$ cat src/hdl/i2c_master_bit_engine_defines.svh
// assertion macros for the i2c master bit engine

`ifndef I2C_MASTER_BIT_ENGINE_DEFINES_SVH
`define I2C_MASTER_BIT_ENGINE_DEFINES_SVH

`ifndef SYNTHESIS

// antecedent holds, consequent holds in the same cycle
`define I2CM_ASSERT_SAME(label, clk, rst, ante, cons) \
   label: assert property (@(posedge clk) disable iff (rst) (ante) |-> (cons)) \
      else $error("assertion failed: same-cycle implication");

// antecedent holds, consequent holds in the next cycle
`define I2CM_ASSERT_NEXT(label, clk, rst, ante, cons) \
   label: assert property (@(posedge clk) disable iff (rst) (ante) |=> (cons)) \
      else $error("assertion failed: next-cycle implication");

`else

`define I2CM_ASSERT_SAME(label, clk, rst, ante, cons)
`define I2CM_ASSERT_NEXT(label, clk, rst, ante, cons)

`endif

`endif

$ cat src/hdl/i2cm_pkg.sv
`default_nettype none

package i2cm_pkg;

   localparam int CLEAR_PULSES = 9;
   localparam int BYTE_BITS    = 8;

   // command codes as carried in req_type
   typedef enum logic [2:0] {
      CMD_IDLE  = 3'd0,
      CMD_START = 3'd1,
      CMD_STOP  = 3'd2,
      CMD_SEND  = 3'd3,
      CMD_RECV  = 3'd4,
      CMD_ACK   = 3'd5,
      CMD_NACK  = 3'd6,
      CMD_CLEAR = 3'd7
   } cmd_type;

   typedef struct packed {
      logic [2:0] req_type;
      logic [7:0] tx_byte;
      logic       sda_in;
   } req_data_type;

   typedef struct packed {
      logic       scl_out;
      logic       sda_out;
      logic       busy_res;
      logic       done_res;
      logic       ack_received;
      logic [7:0] rx_byte;
      logic       bus_released;
      logic       rejected;
   } rsp_data_type;

   // engine state carried from one request to the next
   typedef struct packed {
      cmd_type    cmd;
      logic [4:0] step;
      logic [7:0] shift;
      logic       scl;
      logic       sda;
      logic       ack;
      logic [7:0] rx;
      logic [3:0] pulse;
      logic       clear_ok;
   } state_type;

   localparam state_type STATE_RESET = '{
      cmd:      CMD_IDLE,
      step:     5'd0,
      shift:    8'd0,
      scl:      1'b1,
      sda:      1'b1,
      ack:      1'b0,
      rx:       8'd0,
      pulse:    4'd0,
      clear_ok: 1'b0
   };

endpackage

`default_nettype wire

$ cat src/hdl/i2cm_step.sv
`default_nettype none

// next-state and result logic for one half-period tick
module i2cm_step import i2cm_pkg::*; (
   input  state_type    state,
   input  req_data_type req,
   output state_type    state_next,
   output rsp_data_type rsp
);

   localparam logic [4:0] BYTE_STEPS = 5'(2 * BYTE_BITS);
   localparam logic [3:0] PULSE_MAX  = 4'(CLEAR_PULSES);

   state_type  nx;
   cmd_type    req_cmd;
   logic [4:0] s;
   logic [3:0] pulse_inc;
   logic [7:0] rx_shift;
   logic       fin;
   logic       rej;

   always_comb begin
      nx        = state;
      req_cmd   = cmd_type'(req.req_type);
      s         = state.step + 5'd1;
      pulse_inc = state.pulse + 4'd1;
      rx_shift  = {state.shift[6:0], req.sda_in};
      fin       = 1'b0;
      rej       = 1'b0;

      if (state.cmd != CMD_IDLE) begin
         rej     = (req_cmd != CMD_IDLE);
         nx.step = s;
         case (state.cmd)
            CMD_START: begin
               if (s == 5'd1) begin
                  nx.sda = 1'b0;
               end else begin
                  nx.scl = 1'b0;
                  fin    = 1'b1;
               end
            end
            CMD_STOP: begin
               if (s == 5'd1) begin
                  nx.scl = 1'b1;
               end else begin
                  nx.sda = 1'b1;
                  fin    = 1'b1;
               end
            end
            CMD_SEND: begin
               if (s[0]) begin
                  nx.scl = 1'b1;
               end else begin
                  nx.scl = 1'b0;
                  if (s < BYTE_STEPS) begin
                     nx.sda   = state.shift[7];
                     nx.shift = {state.shift[6:0], 1'b0};
                  end else if (s == BYTE_STEPS) begin
                     nx.sda = 1'b1;   // release sda for the ack slot
                  end else begin
                     nx.ack = ~req.sda_in;
                     nx.sda = 1'b0;
                     fin    = 1'b1;
                  end
               end
            end
            CMD_RECV: begin
               if (s[0]) begin
                  nx.scl = 1'b1;
               end else begin
                  nx.shift = rx_shift;
                  nx.scl   = 1'b0;
                  if (s >= BYTE_STEPS) begin
                     nx.rx = rx_shift;
                     fin   = 1'b1;
                  end
               end
            end
            CMD_ACK, CMD_NACK: begin
               if (s == 5'd1) begin
                  nx.scl = 1'b1;
               end else begin
                  nx.scl = 1'b0;
                  fin    = 1'b1;
               end
            end
            default: begin
               // bus clear
               if (s[0]) begin
                  if (req.sda_in) begin
                     nx.clear_ok = 1'b1;
                     fin         = 1'b1;
                  end else begin
                     nx.scl = 1'b0;
                  end
               end else begin
                  nx.scl   = 1'b1;
                  nx.pulse = pulse_inc;
                  fin      = (pulse_inc >= PULSE_MAX);
               end
            end
         endcase
         if (fin) begin
            nx.cmd = CMD_IDLE;
         end
      end else if (req_cmd != CMD_IDLE) begin
         nx.cmd  = req_cmd;
         nx.step = 5'd0;
         case (req_cmd)
            CMD_START: begin
               nx.scl = 1'b1;
               nx.sda = 1'b1;
            end
            CMD_STOP: begin
               nx.sda = 1'b0;
            end
            CMD_SEND: begin
               nx.sda   = req.tx_byte[7];
               nx.shift = {req.tx_byte[6:0], 1'b0};
            end
            CMD_RECV: begin
               nx.sda   = 1'b1;
               nx.shift = 8'd0;
            end
            CMD_ACK: begin
               nx.sda = 1'b0;
            end
            CMD_NACK: begin
               nx.sda = 1'b1;
            end
            default: begin
               nx.pulse    = 4'd0;
               nx.clear_ok = 1'b0;
            end
         endcase
      end
   end

   assign state_next       = nx;
   assign rsp.scl_out      = nx.scl;
   assign rsp.sda_out      = nx.sda;
   assign rsp.busy_res     = (nx.cmd != CMD_IDLE);
   assign rsp.done_res     = fin;
   assign rsp.ack_received = nx.ack;
   assign rsp.rx_byte      = nx.rx;
   assign rsp.bus_released = nx.clear_ok;
   assign rsp.rejected     = rej;

endmodule

`default_nettype wire

$ cat src/hdl/i2c_master_bit_engine.sv
// I2C master pin engine. Every request is one half SCL period: while idle a
// nonzero req_type starts start, stop, send, receive, ack, nack or bus clear,
// and each later request advances the running command by one half period,
// sampling sda_in where the command reads the bus. Every request yields
// exactly one response with the SCL/SDA levels to drive (1 = released), busy
// and done, the ack of the last send, the last received byte, the bus clear
// outcome and a flag for a command that arrived while busy and was dropped.
// Rate: one request per clock while rsp_stall is low. A request is held in the
// input register, then the engine state and the response are computed and land
// in the response register, which drives rsp_valid. The loop that bounds
// throughput is the state update through i2cm_step; a stalled response
// register stalls the input register and then req_stall.

`default_nettype none

`include "i2c_master_bit_engine_defines.svh"

module i2c_master_bit_engine import i2cm_pkg::*; (
   input  wire logic         clock,
   input  wire logic         reset,
   input  wire logic         req_valid,
   output logic              req_stall,
   input  wire req_data_type req_data,
   output logic              rsp_valid,
   input  wire logic         rsp_stall,
   output rsp_data_type      rsp_data
);

   // input register
   logic         in_valid_ff;
   logic         in_valid_in;
   req_data_type in_data_ff;

   // engine state
   state_type    state_ff;
   state_type    state_in;

   // response register
   logic         out_valid_ff;
   logic         out_valid_in;
   rsp_data_type out_data_ff;
   rsp_data_type out_data_in;

   logic         advance;
   logic         req_take;

   // the response register frees up when empty or when being taken
   assign advance   = ~out_valid_ff | ~rsp_stall;
   // the input register can load when empty or when it moves on this cycle
   assign req_stall = in_valid_ff & ~advance;
   assign req_take  = req_valid & ~req_stall;

   i2cm_step u_step (
      .state      (state_ff),
      .req        (in_data_ff),
      .state_next (state_in),
      .rsp        (out_data_in)
   );

   always_comb begin
      in_valid_in = in_valid_ff;
      if (req_take) begin
         in_valid_in = 1'b1;
      end else if (advance) begin
         in_valid_in = 1'b0;
      end
      out_valid_in = out_valid_ff;
      if (advance) begin
         out_valid_in = in_valid_ff;
      end
   end

   // control state
   always_ff @(posedge clock) begin
      if (reset) begin
         in_valid_ff  <= 1'b0;
         out_valid_ff <= 1'b0;
         state_ff     <= STATE_RESET;
      end else begin
         in_valid_ff  <= in_valid_in;
         out_valid_ff <= out_valid_in;
         // the state moves only when a request passes into the response register
         if (advance && in_valid_ff) begin
            state_ff <= state_in;
         end
      end
   end

   // payload registers, no reset needed
   always_ff @(posedge clock) begin
      if (req_take) begin
         in_data_ff <= req_data;
      end
      if (advance && in_valid_ff) begin
         out_data_ff <= out_data_in;
      end
   end

   assign rsp_valid = out_valid_ff;
   assign rsp_data  = out_data_ff;

   // a completing tick never reports busy
   `I2CM_ASSERT_SAME(a_done_not_busy, clock, reset,
      out_valid_ff && out_data_ff.done_res, !out_data_ff.busy_res)
   // a dropped command only happens while a command was running
   `I2CM_ASSERT_SAME(a_reject_when_busy, clock, reset,
      out_valid_ff && out_data_ff.rejected,
      out_data_ff.busy_res || out_data_ff.done_res)
   // an accepted request always lands in the input register
   `I2CM_ASSERT_NEXT(a_take_lands, clock, reset, req_take, in_valid_ff)
   // a request leaving the input register always lands in the response register
   `I2CM_ASSERT_NEXT(a_pass_lands, clock, reset, in_valid_ff && advance, out_valid_ff)

endmodule

`default_nettype wire
$ cat config.mk
export PLATFORM = sky130hd
export DESIGN_NAME = i2c_master_bit_engine
export DESIGN_NICKNAME = d
export VERILOG_FILES = /design/src/hdl/i2cm_pkg.sv /design/src/hdl/i2cm_step.sv /design/src/hdl/i2c_master_bit_engine.sv
export VERILOG_INCLUDE_DIRS = /design/src /design/src/hdl
export SDC_FILE = /design/constraint.sdc
export NUM_CORES = 1
export LEC_CHECK = 0
export BUFFER_PORTS_ARGS = -buffer_cell sky130_fd_sc_hd__buf_2
export CAP_MARGIN = 20
export CORE_MARGIN = 4
export CORE_UTILIZATION = 46
export CTS_BUF_LIST = sky130_fd_sc_hd__clkbuf_4
export CTS_CLUSTER_DIAMETER = 120
export DETAILED_ROUTE_END_ITERATION = 6
export PLACE_DENSITY = 0.77
export SLEW_MARGIN = 15
export SYNTH_ARGS = -nofsm -noshare
export SYNTH_HDL_FRONTEND = slang
export SYNTH_SLANG_ARGS = --single-unit
$ cat constraint.sdc
create_clock -name clock -period 2.39 [get_ports clock]
set_input_delay 0.3585 -clock clock [delete_from_list [all_inputs] [get_ports clock]]
set_output_delay 0.3585 -clock clock [all_outputs]
set_load 0.05 [all_outputs]
==> flow_summary.toml <==
[run_status]
outcome = "finished clean"

[yosys]
synthCells = 293
async_reset_ff_frac = 0
syn_nets = 314
synth_ff_type = "dfxtp_1"
synth-seq-cells = 61
synth_top_area_frac = 0.274
synth_area_per_cell_sq_um = 10.1
ys_seq_area_frac = 0.504
yosys_warnings = 0
yosysMostFrequentCell = "dfxtp_1"
yosys-top-cells-count = "dfxtp_1 (34), edfxtp_1 (27), nor2_1 (27)"
mappedNetlistArea_sq_um = 2960
synth_top_area_cell = "edfxtp_1"
synth-edff-count = 27
synth_cell_types = 53
synth_area_leaders = "edfxtp_1 (27%), dfxtp_1 (23%), a21oi_1 (4.4%)"

[global_route]
grt_remaining_overflow = 0
grt_use_met1 = 0.260
grt.busiest_layer = "met1"
grt_max_degree = 35
grt_pass1_vias = 2140
track_usage = 0.179
antenna_found_initial = 1
grt_pass1_wl_um = 10600
use_met2 = 0.252
grtUsageMet3 = 0.0386

[setup_path]
crit_required_ps = 2680
path_cells = "and3_1, o21ai_0, a31oi_1, nor3b_1, a221oi_1"
crit_slowest_cell = "dfxtp_1"
cp-start-kind = "flip-flop"
arrival_ps = 2390
worstSetupPathType = "reg -> reg"
crit_fanout = 16
slowest_delay_ps = 690
crit_path_end_kind = "flip-flop"

[drt]
wl_per_cell_um = 15.7
drt_iter0_markers = 249
drt-pass1-iter-count = 5
avgViaCountPerCell = 5.86
drt-total-wl_um = 6380
final_antenna_net_count = 0
via_count = 2386
route.detailed.drc = 0

[clocking]
root_buffer = "clkbuf_4"
cts_hold_buf = 0
cts_max_level = 3
clockBufferDepth = 2
clock-sinks = 61
path_clk_slew_ps = 100
insertion_delay_ps = 400
cts_tree = "built"
cts_buffers = 9

[timing]
fin_crit_sh = 0.880
final_max_slew_viol_count = 0
fmax_ghz = 0.476
period_needed_ps = 2100
finClkSkew_ps = 11.2
setup_violations = 0
rsz0062_at_grt = "false"
worstMarginPinSlew_ps = 675
setup-tns-final_ps = 0
hold_viol = 0
slew_headroom = 0.550
worst_hold_slack_ps = 134

[power]
leakage_nw = 1.29
ir_worst_vdd_mv = 0.441
powerDensity_nw_per_um2 = 642
p_total_mw = 2.15

[placed_design]
numPortBuffers = 32
dp_hpwl_um = 4390
gp_congestion = 0.915

[job]
cap_violations = 0

[floorplan]
die_w_um = 88.2
ioPinCount = 33
core_area_sq_um = 6100
rows = 28
die_y_um = 88.2
initial_utilization = 0.485
dieArea_sq_um = 7780

[layout]
syn_to_final_growth_pct = 12.9
drive_gt1_frac = 0.224
fin_nets = 347

[worst_hold_path]
worstHoldPathType = "in -> reg"
==> worst max-delay path: cells and delay by family (launching register included) <==
kind,cells,cell delay [ps]
flops,1,690
compound gates,3,870
simple gates,2,440
==> cell type report <==
type                            instances  area (sq um)
Inverter                                9          33.8
Clock buffer                            9          67.6
Clock inverter                          7          63.8
Tap cell                               75          93.8
Antenna cell                            1          2.50
Fill cell                             561          2760
Sequential cell                        61          1490
Multi-Input combinational cell        205          1370
Timing Repair Buffer                   40           220
==> sequential cells by signal, summed over array words and instances, names as in the netlist <==
| signal | cells |
|---|---|
| rsp_data | 15 |
| in_data_ff | 12 |
| state_ff | 32 |
| in_valid_ff | 1 |
| rsp_valid | 1 |
==> per-layer routing <==
| metal | wire length, um | up-vias |
|---|---|---|
| li1 | - | 1167 |
| met1 | 2940 | 1103 |
| met2 | 2860 | 108 |
| met3 | 451 | 8 |
| met4 | 126 | 0 |
| met5 | 0 | - |
==> power breakdown <==
group | switching (mW) | total, mW | internal (mW)
Combinational | 0.194 | 0.285 | 0.0913
Clock | 0.373 | 0.688 | 0.314
Sequential | 0.0388 | 1.17 | 1.13
==> stage by stage <==
step                      cell area (sq um)  std cells  utilization  setup slack [ps]
after floorplan                        2960        293            -              4.06
after global placement                 3190        390        0.523               213
after detailed placement               3190        390        0.523               151
after CTS                              3320        406        0.545              95.1
after global routing                   3340        407        0.548              35.0
final                                  3340        407        0.548               287
==> logic make-up (layout without fill, tap and decap cells) <==
group,after synthesis,in the layout,synth area share
AND/OR/NAND/NOR,104,104,0.181
AO/OA/AOI/OAI,75,75,0.178
XOR/XNOR,3,3,0.0114
multiplexers,18,18,0.0643
adder cells (fa/ha/maj),5,5,0.0212
other,0,1,0
flip-flops,61,61,0.504
buffers and inverters,27,65,0.0393
==> cell usage in the layout (no fill, tap or decap), types with 3 or more instances in the layout <==
cell type / instances
dfxtp_1: 33
buf_2: 32
nor2_1: 27
edfxtp_1: 27
a21oi_1: 26
nand2_1: 20
nand3_1: 18
mux2i_1: 10
inv_1: 9
a311oi_1: 9
clkbuf_4: 9
mux2_2: 8
buf_4: 8
o21ai_0: 7
a31oi_1: 5
nor2b_1: 5
a211oi_1: 5
a22oi_1: 5
ha_1: 5
and2_1: 4
nor3_1: 4
a21bo_2: 3
and3_1: 3
or3_1: 3
nor3b_1: 3
clkinv_2: 3
==> path summary, 6_finish.rpt <==
check	slack [ps]	endpoint	from	cells past startpoint
min	130	in_data_ff[6]$_DFFE_PP_	req_data[6]	1
max reg2reg	290	state_ff[29]$_SDFFE_PP0P_	state_ff[31]$_SDFFE_PP0P_	5
min reg2reg	490	state_ff[2]$_SDFFE_PP0P_	state_ff[2]$_SDFFE_PP0P_	2
max	290	state_ff[29]$_SDFFE_PP0P_	state_ff[31]$_SDFFE_PP0P_	5
==> what timing repair did <==
action | in CTS | in global routing
resized for setup | 0 | 3
setup buffers | 0 | 0
setup endpoints to repair | 0 | 9
Note: power is estimated with default switching activity, not from simulation.
